`src/rfid_frame_manchester_encoder_defines.svh`:
```
// ---------------------------------------------------------------------------
// RFID frame Manchester encoder: assertion macros
// Concurrent assertion wrappers, compiled out for synthesis.
// ---------------------------------------------------------------------------
`ifndef RFID_FRAME_MANCHESTER_ENCODER_DEFINES_SVH
`define RFID_FRAME_MANCHESTER_ENCODER_DEFINES_SVH

`ifndef SYNTHESIS
// checked at every edge outside reset
`define RFME_ASSERT(lbl, clk, rstn, prop) \
	lbl: assert property (@(posedge clk) disable iff (!(rstn)) (prop)) \
		else $error("assertion failed");
// implication checked outside reset
`define RFME_ASSERT_IMP(lbl, clk, rstn, ante, cons) \
	lbl: assert property (@(posedge clk) disable iff (!(rstn)) (ante) |-> (cons)) \
		else $error("assertion failed");
`else
`define RFME_ASSERT(lbl, clk, rstn, prop)
`define RFME_ASSERT_IMP(lbl, clk, rstn, ante, cons)
`endif

`endif

```
`src/rfme_pkg.sv`:
```
// ---------------------------------------------------------------------------
// RFID frame Manchester encoder package
// Shared payload types, job record and frame constants.
// ---------------------------------------------------------------------------
package rfme_pkg;

	localparam int NIBBLE_W    = 4;
	localparam int HDR_LEN     = 9;
	localparam logic [HDR_LEN-1:0] HDR_BITS = 9'h1FF;
	localparam int ROW_LEN     = NIBBLE_W + 1;  // nibble + row parity
	localparam int TRL_LEN     = NIBBLE_W + 1;  // column parities + stop bit
	localparam int SEQ_LEN     = HDR_LEN + ROW_LEN + TRL_LEN;
	localparam int LEFT_W      = $clog2(SEQ_LEN + 1);
	localparam int QUEUE_DEPTH = 2;
	localparam int QPTR_W      = $clog2(QUEUE_DEPTH);
	localparam int QCNT_W      = $clog2(QUEUE_DEPTH + 1);

	typedef struct packed {
		logic [NIBBLE_W-1:0] nibble;
		logic                last_nibble;
	} rfme_in_t;

	typedef struct packed {
		logic chip;
		logic run_last;
		logic frame_end;
	} rfme_out_t;

	// one classified row, as handed from front to back
	typedef struct packed {
		logic                has_hdr;
		logic                has_trl;
		logic [ROW_LEN-1:0]  row_bits;  // nibble MSB first, then row parity
		logic [TRL_LEN-1:0]  trl_bits;  // column parity MSB first, then stop
		logic                invert;
	} rfme_job_t;

endpackage

```
`src/rfme_front.sv`:
```
// ---------------------------------------------------------------------------
// RFME front end
// Accepts rows, tracks frame state and column parity, builds jobs.
// ---------------------------------------------------------------------------
module rfme_front import rfme_pkg::*; (
	input  logic      clk,
	input  logic      arst_n,
	input  logic      item_valid,
	output logic      item_ready,
	input  rfme_in_t  item,
	input  logic      invert,
	input  logic      q_full,
	output logic      push,
	output rfme_job_t job
);

	logic                in_frame_q;
	logic [NIBBLE_W-1:0] col_par_q;
	logic [NIBBLE_W-1:0] col_par_next;

	assign item_ready   = !q_full;
	assign push         = item_valid && item_ready;
	// a new frame starts its column parity from zero
	assign col_par_next = (in_frame_q ? col_par_q : '0) ^ item.nibble;

	always_comb begin
		job.has_hdr  = !in_frame_q;
		job.has_trl  = item.last_nibble;
		job.row_bits = {item.nibble, ^item.nibble};
		job.trl_bits = {col_par_next, 1'b0};
		job.invert   = invert;
	end

	always_ff @(posedge clk or negedge arst_n) begin
		if (!arst_n) begin
			in_frame_q <= 1'b0;
			col_par_q  <= '0;
		end else if (push) begin
			if (item.last_nibble) begin
				in_frame_q <= 1'b0;
				col_par_q  <= '0;
			end else begin
				in_frame_q <= 1'b1;
				col_par_q  <= col_par_next;
			end
		end
	end

endmodule

```
`src/rfme_queue.sv`:
```
// ---------------------------------------------------------------------------
// RFME job queue
// Short register FIFO between front and back end.
// ---------------------------------------------------------------------------
`include "rfid_frame_manchester_encoder_defines.svh"

module rfme_queue import rfme_pkg::*; (
	input  logic      clk,
	input  logic      arst_n,
	input  logic      push,
	input  rfme_job_t wr_job,
	input  logic      pop,
	output rfme_job_t rd_job,
	output logic      full,
	output logic      empty
);

	rfme_job_t         mem_q [QUEUE_DEPTH];
	logic [QPTR_W-1:0] wr_ptr_q;
	logic [QPTR_W-1:0] rd_ptr_q;
	logic [QCNT_W-1:0] count_q;

	assign full   = (count_q == QCNT_W'(QUEUE_DEPTH));
	assign empty  = (count_q == '0);
	assign rd_job = mem_q[rd_ptr_q];

	always_ff @(posedge clk) begin
		if (push) begin
			mem_q[wr_ptr_q] <= wr_job;
		end
	end

	always_ff @(posedge clk or negedge arst_n) begin
		if (!arst_n) begin
			wr_ptr_q <= '0;
			rd_ptr_q <= '0;
			count_q  <= '0;
		end else begin
			if (push) begin
				wr_ptr_q <= (wr_ptr_q == QPTR_W'(QUEUE_DEPTH - 1)) ? '0 : wr_ptr_q + 1'b1;
			end
			if (pop) begin
				rd_ptr_q <= (rd_ptr_q == QPTR_W'(QUEUE_DEPTH - 1)) ? '0 : rd_ptr_q + 1'b1;
			end
			if (push && !pop) begin
				count_q <= count_q + 1'b1;
			end else if (pop && !push) begin
				count_q <= count_q - 1'b1;
			end
		end
	end

	`RFME_ASSERT_IMP(a_no_push_full, clk, arst_n, push, !full)
	`RFME_ASSERT_IMP(a_no_pop_empty, clk, arst_n, pop, !empty)

endmodule

```
`src/rfme_back.sv`:
```
// ---------------------------------------------------------------------------
// RFME back end
// Serializes jobs into Manchester chips through an output register.
// ---------------------------------------------------------------------------
`include "rfid_frame_manchester_encoder_defines.svh"

module rfme_back import rfme_pkg::*; (
	input  logic      clk,
	input  logic      arst_n,
	input  rfme_job_t job,
	input  logic      q_empty,
	output logic      pop,
	output logic      result_valid,
	input  logic      result_ready,
	output rfme_out_t result
);

	logic               busy_q;
	logic               phase_q;   // 0: first half-bit, 1: complement
	logic [SEQ_LEN-1:0] seq_q;     // remaining bits, next one at the MSB
	logic [LEFT_W-1:0]  left_q;
	logic               trl_q;
	logic               inv_q;
	logic               out_valid_q;
	rfme_out_t          out_q;

	logic               adv;
	logic               last_chip;
	rfme_out_t          cur;
	logic [SEQ_LEN-1:0] load_seq;
	logic [LEFT_W-1:0]  load_left;

	assign adv       = !out_valid_q || result_ready;
	assign last_chip = phase_q && (left_q == LEFT_W'(1));
	assign pop       = adv && (!busy_q || last_chip) && !q_empty;

	always_comb begin
		cur.chip      = seq_q[SEQ_LEN-1] ^ inv_q ^ phase_q;
		cur.run_last  = last_chip;
		cur.frame_end = last_chip && trl_q;
	end

	always_comb begin
		if (job.has_hdr) begin
			load_seq = {HDR_BITS, job.row_bits, job.trl_bits};
		end else begin
			load_seq = {job.row_bits, job.trl_bits, {HDR_LEN{1'b0}}};
		end
		load_left = LEFT_W'(ROW_LEN)
			+ (job.has_hdr ? LEFT_W'(HDR_LEN) : '0)
			+ (job.has_trl ? LEFT_W'(TRL_LEN) : '0);
	end

	always_ff @(posedge clk or negedge arst_n) begin
		if (!arst_n) begin
			busy_q      <= 1'b0;
			phase_q     <= 1'b0;
			left_q      <= '0;
			out_valid_q <= 1'b0;
		end else if (adv) begin
			out_valid_q <= busy_q;
			// a new job loads on the last chip of the previous one
			if (pop) begin
				busy_q  <= 1'b1;
				phase_q <= 1'b0;
				left_q  <= load_left;
			end else if (busy_q) begin
				phase_q <= !phase_q;
				if (phase_q) begin
					left_q <= left_q - 1'b1;
				end
				if (last_chip) begin
					busy_q <= 1'b0;
				end
			end
		end
	end

	// payload registers
	always_ff @(posedge clk) begin
		if (adv) begin
			if (busy_q) begin
				out_q <= cur;
			end
			if (pop) begin
				seq_q <= load_seq;
				trl_q <= job.has_trl;
				inv_q <= job.invert;
			end else if (busy_q && phase_q) begin
				seq_q <= {seq_q[SEQ_LEN-2:0], 1'b0};
			end
		end
	end

	assign result_valid = out_valid_q;
	assign result       = out_q;

	`RFME_ASSERT_IMP(a_busy_has_bits, clk, arst_n, busy_q, left_q != '0)
	`RFME_ASSERT_IMP(a_end_is_run_last, clk, arst_n,
		out_valid_q && out_q.frame_end, out_q.run_last)

endmodule

```
`src/rfid_frame_manchester_encoder.sv`:
```
// ---------------------------------------------------------------------------
// RFID frame Manchester encoder
// EM4100-style frame builder with Manchester line coding.
// ---------------------------------------------------------------------------
// Each accepted request carries one 4-bit data row. The block sends it MSB
// first plus an even row parity, as Manchester chips (bit, then complement),
// one chip per result request. The first row of a frame is preceded by a
// nine-bit header of ones; the row marked last_nibble is followed by the four
// column parities (MSB column first) and a 0 stop bit, and closes the frame.
// A row therefore yields 10 chips, 28 with header, 38 with header and
// trailer. The serializer emits one chip per clock while the receiver is
// ready; the front end accepts rows into a two-entry queue whenever it has
// room, and after the first row of a burst chips leave without gaps while
// result_ready stays high. The invert setting (cfg_data bit 0) is sampled
// when a row is accepted and XORs every chip of that row. cfg_ready is
// always high; write it only while no row is in flight.
// ---------------------------------------------------------------------------
module rfid_frame_manchester_encoder import rfme_pkg::*; (
	input  logic      clk,
	input  logic      arst_n,
	// row requests
	input  logic      item_valid,
	output logic      item_ready,
	input  rfme_in_t  item,
	// chip results
	output logic      result_valid,
	input  logic      result_ready,
	output rfme_out_t result,
	// configuration write: bit 0 = invert_output
	input  logic      cfg_valid,
	output logic      cfg_ready,
	input  logic      cfg_data
);

	logic      invert_q;
	logic      push;
	logic      pop;
	logic      q_full;
	logic      q_empty;
	rfme_job_t fr_job;
	rfme_job_t bk_job;

	assign cfg_ready = 1'b1;

	always_ff @(posedge clk or negedge arst_n) begin
		if (!arst_n) begin
			invert_q <= 1'b0;
		end else if (cfg_valid && cfg_ready) begin
			invert_q <= cfg_data;
		end
	end

	// classify rows and keep frame/column parity state
	rfme_front u_front (
		.clk        (clk),
		.arst_n     (arst_n),
		.item_valid (item_valid),
		.item_ready (item_ready),
		.item       (item),
		.invert     (invert_q),
		.q_full     (q_full),
		.push       (push),
		.job        (fr_job)
	);

	// decouples acceptance from serialization
	rfme_queue u_queue (
		.clk    (clk),
		.arst_n (arst_n),
		.push   (push),
		.wr_job (fr_job),
		.pop    (pop),
		.rd_job (bk_job),
		.full   (q_full),
		.empty  (q_empty)
	);

	// chip serializer with registered output
	rfme_back u_back (
		.clk          (clk),
		.arst_n       (arst_n),
		.job          (bk_job),
		.q_empty      (q_empty),
		.pop          (pop),
		.result_valid (result_valid),
		.result_ready (result_ready),
		.result       (result)
	);

endmodule

```
`config.mk`:
```
export PLATFORM = sky130hd
export DESIGN_NAME = rfid_frame_manchester_encoder
export DESIGN_NICKNAME = d
export VERILOG_FILES = /design/src/rfme_pkg.sv /design/src/rfme_front.sv /design/src/rfme_queue.sv /design/src/rfme_back.sv /design/src/rfid_frame_manchester_encoder.sv
export VERILOG_INCLUDE_DIRS = /design/src /design/src/src
export SDC_FILE = /design/constraint.sdc
export NUM_CORES = 1
export LEC_CHECK = 0
export ABC_AREA = 1
export BUFFER_PORTS_ARGS = -buffer_cell sky130_fd_sc_hd__buf_2
export CORE_ASPECT_RATIO = 0.5
export CORE_UTILIZATION = 53
export CTS_CLUSTER_SIZE = 40
export DETAILED_ROUTE_END_ITERATION = 8
export PLACE_DENSITY = 0.77
export SLEW_MARGIN = 40
export SYNTH_ARGS = -nofsm -noshare
export SYNTH_HDL_FRONTEND = slang
export SYNTH_SLANG_ARGS = --single-unit
```
`constraint.sdc`:
```
create_clock -name clk -period 3.7 [get_ports clk]
set_input_delay 0 -clock clk [delete_from_list [all_inputs] [get_ports clk]]
set_output_delay 0 -clock clk [all_outputs]
set_load 0.02 [all_outputs]
```
==> summary.txt, run 1 <==
Yosys
  • Post-synth cell types: 27
  • Synth Area in Simple Gates: 0.1747
  • Synthesized cell area: 2908 sq um
  • Post-synthesis xor/xnor area fraction: 0.03916
  • Yosys reg bits: 65
  • Synth Instances: 267
  • Seq/Total Area, Yosys: 0.6403
  • Synth async-reset ratio: 0.2769
  • Main combinational cell family by area after synthesis: simple AND/OR/NAND/NOR gates
  • Synth Area in Compound Gates: 0.04518
  • Synthesized area per cell: 10.89 sq um
  • Adder-Cell Fraction of Synth Area: 0.02151
  • Mux contribution to synthesized area: 0.02797
  • Syn_nets: 283
  • Synth Flop Type: edfxtp_1
  • Warnings, synthesis: 0
  • Post-synth EDFFs: 47

Status
  • Outcome: completed

Power
  • PwrDens: 777.8 nW/um^2
  • Sw frac: 0.3464
  • Maximum vdd drop: 0.3359 mV
  • Sequential power share: 0.474
  • Int Power: 1686 uW
  • Clock power frac: 0.229
  • Leak pwr: 0.001473 uW
  • Comb power frac: 0.297
  • Net Sw Power: 893.4 uW
  • Final Power: 2579 uW

Routing
  • Routed met1 length: 2198 um
  • 1st-iter DRT viols: 110
  • Final ANT Viol Nets: 0
  • Met3 wire len: 266 um
  • Final wirelength: 4810 um
  • Wire per inst: 12.96 um
  • Initial DRT Pass Iterations: 4
  • Highest Signal Layer: met4
  • Average vias per placed instance: 5.040
  • Wire length on met2: 2262 um
  • # DRC: 0
  • Routed vias: 1870

Global routing
  • Initial antenna violation count: 0
  • Number of global-route vias before repair: 1740
  • Overflow left after global routing: 0
  • First-pass GRT wire length: 7783 um
  • Overall Global Routing Usage: 0.1863
  • Pin count of the biggest net entering global routing: 32

Finish
  • Finished Layout Cells: 371
  • Layout cell share with drive strength beyond 1: 0.1329
  • Nets@finish: 312
  • Final instance area: 3316 sq um
  • Area Growth Syn to Fin: 14.03%
  • Antenna diodes: 0
  • Filler instances: 371
  • Area of the multi-input gates: 908.4 sq um
  • Register area: 1862 sq um

Clock network
  • H-tree depth: 3
  • Clk_lat worst skew: 0.34 ns
  • Clock root cell: clkbuf_8
  • Total setup buffers inserted after CTS: 0
  • Num CTS Buffers: 9
  • CTS sink cnt: 65
  • CTS Buffer Depth: 2
  • Clk slew on worst S/H paths: 0.07 ns
  • Clock tree from TritonCTS: done

Setup path
  • RR Startpoint: u_queue.rd_ptr_q$_DFFE_PN0P_
  • WP data arrival: 2.35 ns
  • R2r endpoint: u_back.left_q[3]$_DFFE_PN0P_
  • Critical path fanouts, max: 14
  • Critical path launch point: u_queue.rd_ptr_q$_DFFE_PN0P_
  • Worst setup endpoint: u_back.left_q[3]$_DFFE_PN0P_
  • Crit path capture type: register
  • Reg2reg path depth: 9
  • CP Data Required Time: 3.92 ns
  • Reg2Reg Setup Slack: 1.57 ns
  • Setup Crit Path Kind: reg -> reg
  • Crit start category: register

Timing
  • Period utilization: 0.5750
  • Final Setup Violations: 0
  • Fin crit period: 2.127 ns
  • Slew Viols, Final: 0
  • Max Freq: 470.1 MHz
  • Setup TNS Final: 0 ns
  • Hold Vio Cnt, Final: 0
  • RSZ-0062 raised after global routing: no
  • Min Hold Slack: 0.03528 ns
  • Fin Clk Skew: 0.008483 ns
  • Slew @ Worst Pin: 0.6698 ns
  • Slew Limit Headroom: 0.5530

Place
  • Port buffer count: 15
  • Post-Place Cell Area: 3035 sq um
  • Hpwl dp: 3242 um
  • Placed cells: 347
  • Routability Congestion: 0.8189

Job
  • Max-Cap Viols: 0

Min path
  • Worst Hold Class: in -> reg

Die
  • Core area: 5090 sq um
  • Ports: 17
  • Die Ht: 54.38 um
  • Die area: 5805 sq um
  • Die width: 106.8 um
  • Initial core utilization: 0.5713
  • # rows: 18
-- metal layers --
metal / global-route usage / up-vias
li1: - / 933
met1: 0.2220 / 870
met2: 0.3194 / 57
met3: 0.05357 / 10
met4: 0.1005 / 0
met5: 0 / -
-- power groups by stage --
stage / registers, uW / logic [uW] / clock network (uW)
final: 1220 / 765 / 591
after global routing: 1250 / 864 / 623
after CTS: 1220 / 765 / 596
after detailed placement: 1240 / 746 / 0
after global placement: 1230 / 714 / 0
after floorplan: 1200 / 593 / 0
-- state kept, by name, indices dropped and copies added (netlist names) --
name                 flops
invert_q                 1
u_back.busy_q            1
u_back.inv_q             1
u_back.left_q            5
u_back.phase_q           1
u_back.result            3
u_back.result_valid      1
u_back.seq_q            18
u_back.trl_q             1
u_front.col_par_q        4
u_front.in_frame_q       1
u_queue.count_q          2
u_queue.mem_q           24
u_queue.rd_ptr_q         1
u_queue.wr_ptr_q         1
-- kinds of logic after synthesis --
family	count (synthesis)
and+or+nand+nor	119
DFF	65
buffers and inverters	33
AOI/OAI and AO/OA	23
xor gates and xnor gates	13
muxes	8
adders and majority gates	5
other	1
-- what timing repair did --
action                                  4_1_cts  5_1_grt
hold endpoints to repair                     29        0
hold buffers                                  8        0
endpoints found under the setup margin        0        0
gates resized for setup                       0        0
-- through the flow --
stage / worst slack, ns / utilization
floorplan: 1.740 / -
global route: 1.415 / 0.6514
CTS: 1.406 / 0.6509
global placement: 1.472 / 0.5954
finish: 1.573 / 0.6514
detailed placement: 1.415 / 0.5964
-- cell usage in the layout, fill, tap and decap left out, types with 2 or more instances in the layout --
cell and instances:
buf_2 15, nor2_1 13, a21oi_1 2, o21ai_0 19, clkinvlp_4 3, dfrtp_1 18
nand2_1 83, nand2_4 2, xor2_1 7, ha_1 5, nand3_1 10, clkbuf_8 10
mux2i_1 7, clkinv_1 2, dlygate4sd3_1 8, nand3_2 2, inv_1 26, edfxtp_1 47
nor2_2 2, xnor2_1 6, nand4_1 2, clkbuf_1 2
-- critical path: stages (launching register included) --
cell and delay, ns:
dfrtp_1 0.60, inv_1 0.25, nand2_1 0.07, nand2_1 0.19
clkinv_1 0.27, ha_1 0.36, nand3_1 0.11, nand2_1 0.06
nand2_1 0.05, nand2_1 0.06
-- cell type report --
class | count | area share
Clock buffer | 12 | 0.04377
Clock inverter | 4 | 0.01585
Inverter | 28 | 0.03170
Multi-Input combinational cell | 169 | 0.2740
Sequential cell | 65 | 0.5615
Tap cell | 70 | 0.02642
Timing Repair Buffer | 23 | 0.04679
-- synth_stat cells, types with 2 or more instances --
master	number	area [sq um]
buf_6	2	22.52
nand2_4	2	22.52
o21ai_0	19	95.09
clkinv_1	2	7.510
xor2_1	7	61.31
inv_1	26	97.59
ha_1	5	62.56
nand4_1	2	12.51
nand3_1	10	50.05
nor2_1	15	56.30
mux2i_1	7	70.07
edfxtp_1	47	1411
buf_2	2	10.01
a21oi_1	2	10.01
nand2_1	84	315.3
xnor2_1	6	52.55
nand3_2	2	20.02
dfrtp_1	18	450.4
-- how the worst min path moves through the flow --
stage / endpoint / startpoint / cells past startpoint
2_1_floorplan: invert_q$_DFFE_PN0P_ / arst_n / 0
3_3_place_gp: u_queue.wr_ptr_q$_DFFE_PN0P_ / arst_n / 1
3_5_place_dp: u_queue.wr_ptr_q$_DFFE_PN0P_ / arst_n / 1
4_1_cts: u_back.busy_q$_DFFE_PN0P_ / result_ready / 3
5_1_grt: u_back.busy_q$_DFFE_PN0P_ / result_ready / 3
6_report: u_back.busy_q$_DFFE_PN0P_ / result_ready / 3
Note: power is estimated with default switching activity, not from simulation.
==> run 2: changes to the inputs <==
- PLACE_DENSITY: 0.77 -> 0.8
- clock period: 3.7 -> 1.85 ns (I/O delays scaled with it)
==> summary.txt, run 2 (synthesis results as in run 1) <==
Timing
  • Max Freq: 564.6 MHz (+20%)
  • Final Setup Violations: 0 (unchanged)
  • Slew Viols, Final: 0 (unchanged)
  • Slew @ Worst Pin: 0.4968 ns (-0.1731 ns)
  • Fin Clk Skew: 0.005093 ns (-0.003390 ns)
  • Min Hold Slack: 0.02133 ns (-0.01395 ns)
  • RSZ-0062 raised after global routing: yes
  • Hold Vio Cnt, Final: 0 (unchanged)
  • Fin crit period: 1.771 ns (-0.3562 ns)
  • Slew Limit Headroom: 0.6653 (+0.1124)
  • Period utilization: 0.9574 (+0.3824)

Clock network
  • Clk_lat worst skew: 0.33 ns (about the same)
  • Clock tree from TritonCTS: done
  • CTS Buffer Depth: 2 (unchanged)
  • Clock root cell: clkbuf_8
  • Clk slew on worst S/H paths: 0.07 ns (about the same)
  • Num CTS Buffers: 9 (unchanged)
  • CTS sink cnt: 65 (unchanged)
  • H-tree depth: 3 (unchanged)
  • Total setup buffers inserted after CTS: 0 (unchanged)

Place
  • Hpwl dp: 3595 um (+11%)
  • Port buffer count: 15 (unchanged)
  • Placed cells: 354 (+2.0%)
  • Routability Congestion: 0.8032 (-1.9%)

Routing
  • 1st-iter DRT viols: 112 (+1.8%)
  • Final wirelength: 5319 um (+11%)
  • Final ANT Viol Nets: 0 (unchanged)
  • Initial DRT Pass Iterations: 5 (+1)
  • Wire per inst: 14.07 um (+8.5%)
  • # DRC: 0 (unchanged)
  • Average vias per placed instance: 5.146 (+2.1%)
  • Routed vias: 1945 (+4.0%)

Die
  • Core area: 5090 sq um (unchanged)
  • Die Ht: 54.38 um (unchanged)
  • Ports: 17 (unchanged)
  • Initial core utilization: 0.5713 (unchanged)
  • # rows: 18 (unchanged)
  • Die area: 5805 sq um (unchanged)
  • Die width: 106.8 um (unchanged)

Finish
  • Nets@finish: 319 (+2.2%)
  • Largest regs: u_queue.mem_q x24, u_back.seq_q x18, u_back.left_q x5
  • Most common cell after layout, fill and taps aside: nand2_1
  • Largest reg by FF count: u_queue.mem_q
  • Finished Layout Cells: 378 (+1.9%)
  • Layout cell share with drive strength beyond 1: 0.1526 (+0.01971)
  • Area Growth Syn to Fin: 16.14%
  • Antenna diodes: 0 (unchanged)
  • Most frequent cells in the layout: nand2_1 (83), edfxtp_1 (47), inv_1 (25), o21ai_0 (18), dfrtp_1 (18)
  • Max reg flops: 24 (unchanged)

Setup path
  • WP data arrival: 1.85 ns (-0.50 ns)
  • Setup Crit Path Kind: reg -> reg
  • CP Data Required Time: 1.93 ns (-1.99 ns)
  • Critical path fanouts, max: 10 (-4)
  • Crit path capture type: register
  • Crit start category: register

Power
  • Maximum vdd drop: 0.7618 mV (+130%)
  • Leak pwr: 0.001512 uW (+2.6%)
  • PwrDens: 1557 nW/um^2 (+100%)

Global routing
  • Overall Global Routing Usage: 0.2088 (+0.02257)
  • Overflow left after global routing: 0 (unchanged)
  • Number of global-route vias before repair: 1854 (+6.6%)
  • First-pass GRT wire length: 8694 um (+12%)
  • Pin count of the biggest net entering global routing: 24 (-25%)
  • Initial antenna violation count: 0 (unchanged)

Min path
  • Worst Hold Class: in -> reg

Job
  • Max-Cap Viols: 0 (unchanged)

Status
  • Outcome: completed
==> run 2: changes by cell type in the layout (fill, tap and decap cells not counted), moves of 2 or more <==
cell	delta
buf_4	+6
clkinv_2	+2
nor2_2	-2
nor2_1	+2
==> run 2: worst paths after layout <==
path	slack (ns)	cells after the start	endpoint	start
min in group asynchronous	0.14	2	u_front.col_par_q[2]$_DFFE_PN0P_	arst_n
min	0.02	3	u_back.busy_q$_DFFE_PN0P_	result_ready
min reg2reg	0.50	0	u_queue.mem_q[1][0]$_DFFE_PP_	invert_q$_DFFE_PN0P_
max reg2reg	0.08	9	u_back.seq_q[10]$_DFFE_PP_	u_back.left_q[0]$_DFFE_PN0P_
max	0.08	9	u_back.seq_q[10]$_DFFE_PP_	u_back.left_q[0]$_DFFE_PN0P_
max in group asynchronous	1.40	2	u_back.left_q[2]$_DFFE_PN0P_	arst_n
==> run 2: critical path: stages, from the launching register on <==
cell and delay, ns:
dfrtp_1 0.40, ha_1 0.20, nand2_1 0.07, inv_1 0.05, nand3_2 0.10, nand2_4 0.09, nand2_4 0.10, clkinv_1 0.24
o21ai_0 0.18, nand2_1 0.08
==> run 2: layer usage <==
metal  track usage  share of wire  vias up
met3       0.06429          0.044        8
met1        0.2473           0.44      938
met5             0              0        -
met2        0.3688           0.50       56
li1              -              -      943
met4       0.08676          0.017        0
==> run 2: report_power, final <==
group | switching, uW | internal (uW) | total [uW]
combinational | 1070 | 638 | 1710
sequential | 245 | 2170 | 2420
clock | 521 | 613 | 1130
==> run 2: what timing repair did <==
item | 4_1_cts | 5_1_grt
endpoints found under the setup margin | 0 | 6
resized for setup | 0 | 1
endpoints found under the hold margin | 29 | 0
hold buffers | 8 | 0
==> run 2: area by class of cell <==
type | instances | area (sq um)
multi-input combinational | 169 | 915.9
sequential | 65 | 1862
timing repair buffer | 30 | 220.2
clock buffer | 10 | 127.6
inverter | 28 | 105.1
clock inverter | 6 | 58.81
fill | 370 | 1713
tap | 70 | 87.58
==> run 2: stage by stage <==
stage / power (uW) / util / instance area, sq um / TNS (ns) / worst slack [ns]
3_5_place_dp: 4102 / 0.6106 / 3108 / 0 / 0.1072
4_1_cts: 5277 / 0.6630 / 3374 / 0 / 0.06197
3_3_place_gp: 3995 / 0.6106 / 3108 / 0 / 0.1835
5_1_grt: 5617 / 0.6635 / 3377 / -0.08867 / -0.04463
2_1_floorplan: 3602 / - / 2920 / 0 / 0.01786
6_report: 5258 / 0.6635 / 3377 / 0 / 0.07886
==> run 3: changes to the inputs <==
- CORE_UTILIZATION: 53 -> 40
- PLACE_DENSITY: 0.8 -> 0.64
==> summary.txt, run 3 (synthesis results as in run 1) <==
Finish
  • Layout cell share with drive strength beyond 1: 0.1752 (+0.02256)
  • Antenna diodes: 0 (unchanged)
  • Most frequent cells in the layout: nand2_1 (84), edfxtp_1 (47), inv_1 (25), o21ai_0 (18), dfrtp_1 (18)
  • Nets@finish: 325 (+1.9%)
  • Most common cell after layout, fill and taps aside: nand2_1
  • Max reg flops: 24 (unchanged)
  • Area of the multi-input gates: 922.1 sq um (+0.68%)
  • Largest reg by FF count: u_queue.mem_q
  • Largest regs: u_queue.mem_q x24, u_back.seq_q x18, u_back.left_q x5
  • Filler instances: 592 (+60%)
  • Register area: 1862 sq um (unchanged)
  • Area Growth Syn to Fin: 22.42%
  • Final core occ: 0.5191 (-0.1444)

Global routing
  • Number of global-route vias before repair: 1885 (+1.7%)
  • Initial antenna violation count: 0 (unchanged)
  • Pin count of the biggest net entering global routing: 20 (-17%)
  • First-pass GRT wire length: 9294 um (+6.9%)
  • Overflow left after global routing: 0 (unchanged)
  • Overall Global Routing Usage: 0.1641 (-0.04477)

Setup path
  • Slowest CP cell: dfrtp_1
  • Crit path capture type: register
  • Setup Crit Path Kind: reg -> reg
  • Critical path fanouts, max: 10 (unchanged)
  • CP Buf/Inv Count: 0 (-2)
  • Instance count on the critical path: 8 (-1)
  • CP Data Required Time: 2.07 ns (+0.14 ns)
  • Critical-path cell list: nor2_1, nand3_2, nand2_4, nand2_8, ha_4, a21oi_1, o21ai_1, xnor2_1
  • WP data arrival: 1.95 ns (+0.10 ns)
  • CP max stage delay: 0.43 ns (+0.03 ns)
  • Reg2reg path depth: 8 (-1)
  • Crit start category: register
  • Delay-heaviest family, CP: simple AND/OR/NAND/NOR gates

Routing
  • Routed met1 length: 2586 um (+11%)
  • Wire per inst: 13.37 um (-5.0%)
  • Average vias per placed instance: 4.773 (-7.2%)
  • Final ANT Viol Nets: 0 (unchanged)
  • # DRC: 0 (unchanged)
  • Wire length on met2: 2570 um (-3.7%)
  • Routed vias: 1938 (-0.36%)
  • Initial DRT Pass Iterations: 4 (-1)
  • 1st-iter DRT viols: 129 (+15%)
  • Met3 wire len: 168 um (-28%)
  • Highest Signal Layer: met4
  • Final wirelength: 5430 um (+2.1%)

Clock network
  • Num CTS Buffers: 9 (unchanged)
  • CTS Buffer Depth: 2 (unchanged)
  • Clock root cell: clkbuf_16
  • H-tree depth: 3 (unchanged)
  • Clk_lat worst skew: 0.33 ns (about the same)
  • Clock tree from TritonCTS: done
  • CTS sink cnt: 65 (unchanged)
  • Clk slew on worst S/H paths: 0.06 ns (about the same)

Timing
  • Slew Viols, Final: 0 (unchanged)
  • Final Setup Violations: 0 (unchanged)
  • Fin crit period: 1.737 ns (-0.03410 ns)
  • Fin Clk Skew: 0.01101 ns (+0.005920 ns)
  • Max Freq: 575.7 MHz (+2.0%)
  • Period utilization: 0.9389 (-0.01843)
  • Hold Vio Cnt, Final: 0 (unchanged)

Power
  • Leak pwr: 0.001573 uW (+4.0%)
  • PwrDens: 1632 nW/um^2 (+4.8%)
  • Maximum vdd drop: 0.5079 mV (-33%)
  • Final Power: 5809 uW (+10%)

Place
  • Hpwl dp: 3476 um (-3.3%)
  • Port buffer count: 15 (unchanged)
  • Routability Congestion: 0.7837 (-2.4%)

Die
  • Core area: 6858 sq um (+35%)
  • Die Ht: 62.29 um (+15%)
  • Die area: 7635 sq um (+32%)
  • Die width: 122.6 um (+15%)
  • Initial core utilization: 0.4240 (-0.1473)
  • Ports: 17 (unchanged)
  • # rows: 21 (+3)

Job
  • Max-Cap Viols: 0 (unchanged)

Min path
  • Worst hold path depth: 3 (unchanged)
  • Worst Hold Class: in -> reg

Status
  • Outcome: completed
-- run 3: cell types whose count changed in the layout (fill, tap and decap cells not counted), sizes merged --
cell      delta
clkinv       -2
inv          +3
buf          +6
bufinv       -1
clkbuf       -1
clkinvlp     +1
-- run 3: timing repair --
action | in CTS | in global routing
buffers inserted | 0 | 4
endpoints found under the setup margin | 0 | 15
resized for setup | 0 | 2
hold buffers | 8 | 0
endpoints found under the hold margin | 29 | 0
-- run 3: path summary, 6_finish.rpt --
check / start / endpoint / slack (ns)
worst max-delay path: u_back.left_q[2]$_DFFE_PN0P_ / u_queue.count_q[1]$_DFFE_PN0P_ / 0.11
worst min-delay path: result_ready / u_back.busy_q$_DFFE_PN0P_ / 0.04
worst max register to register: u_back.left_q[2]$_DFFE_PN0P_ / u_queue.count_q[1]$_DFFE_PN0P_ / 0.11
worst min register to register: u_front.col_par_q[2]$_DFFE_PN0P_ / u_front.col_par_q[2]$_DFFE_PN0P_ / 0.50
max in group asynchronous: arst_n / u_back.busy_q$_DFFE_PN0P_ / 1.40
min in group asynchronous: arst_n / u_front.col_par_q[0]$_DFFE_PN0P_ / 0.14
-- run 3: through the flow --
step                 TNS (ns)  std cells  worst slack [ns]  hold slack [ns]  cell area (sq um)
floorplan                   0        267           0.01786          -0.2956               2920
global placement            0        378            0.1222         -0.04146               3151
detailed placement          0        378           0.06894         -0.03306               3151
CTS                         0        402           0.06184          0.02872               3517
global route        -0.009837        406         -0.009837          0.08150               3560
finish                      0        406            0.1130          0.03720               3560
-- run 3: tightest hold or removal path, cell delays in order --
cell and delay [ns]:
buf_2 0.08, nor2_1 0.09, o21ai_0 0.16
-- run 3: routing by layer --
layer,track usage,vias up
li1,-,964
met4,0.07470,0
met1,0.2142,938
met3,0.04963,10
met2,0.2507,26
met5,0,-
-- run 3: report_power, final --
group / leakage, uW / total [uW] / internal [uW] / switching [uW]
logic: 0.000785 / 1810 / 686 / 1130
registers: 0.000653 / 2380 / 2170 / 209
clock network: 0.000135 / 1610 / 929 / 685
-- run 3: layout make-up --
cell class                 count  share of cell area
sequential                    65              0.5230
clock inverter                 7             0.01722
multi-input combinational    169              0.2591
tap                           92             0.03234
inverter                      28             0.03058
timing repair buffer          36             0.07452
clock buffer                   9             0.06327
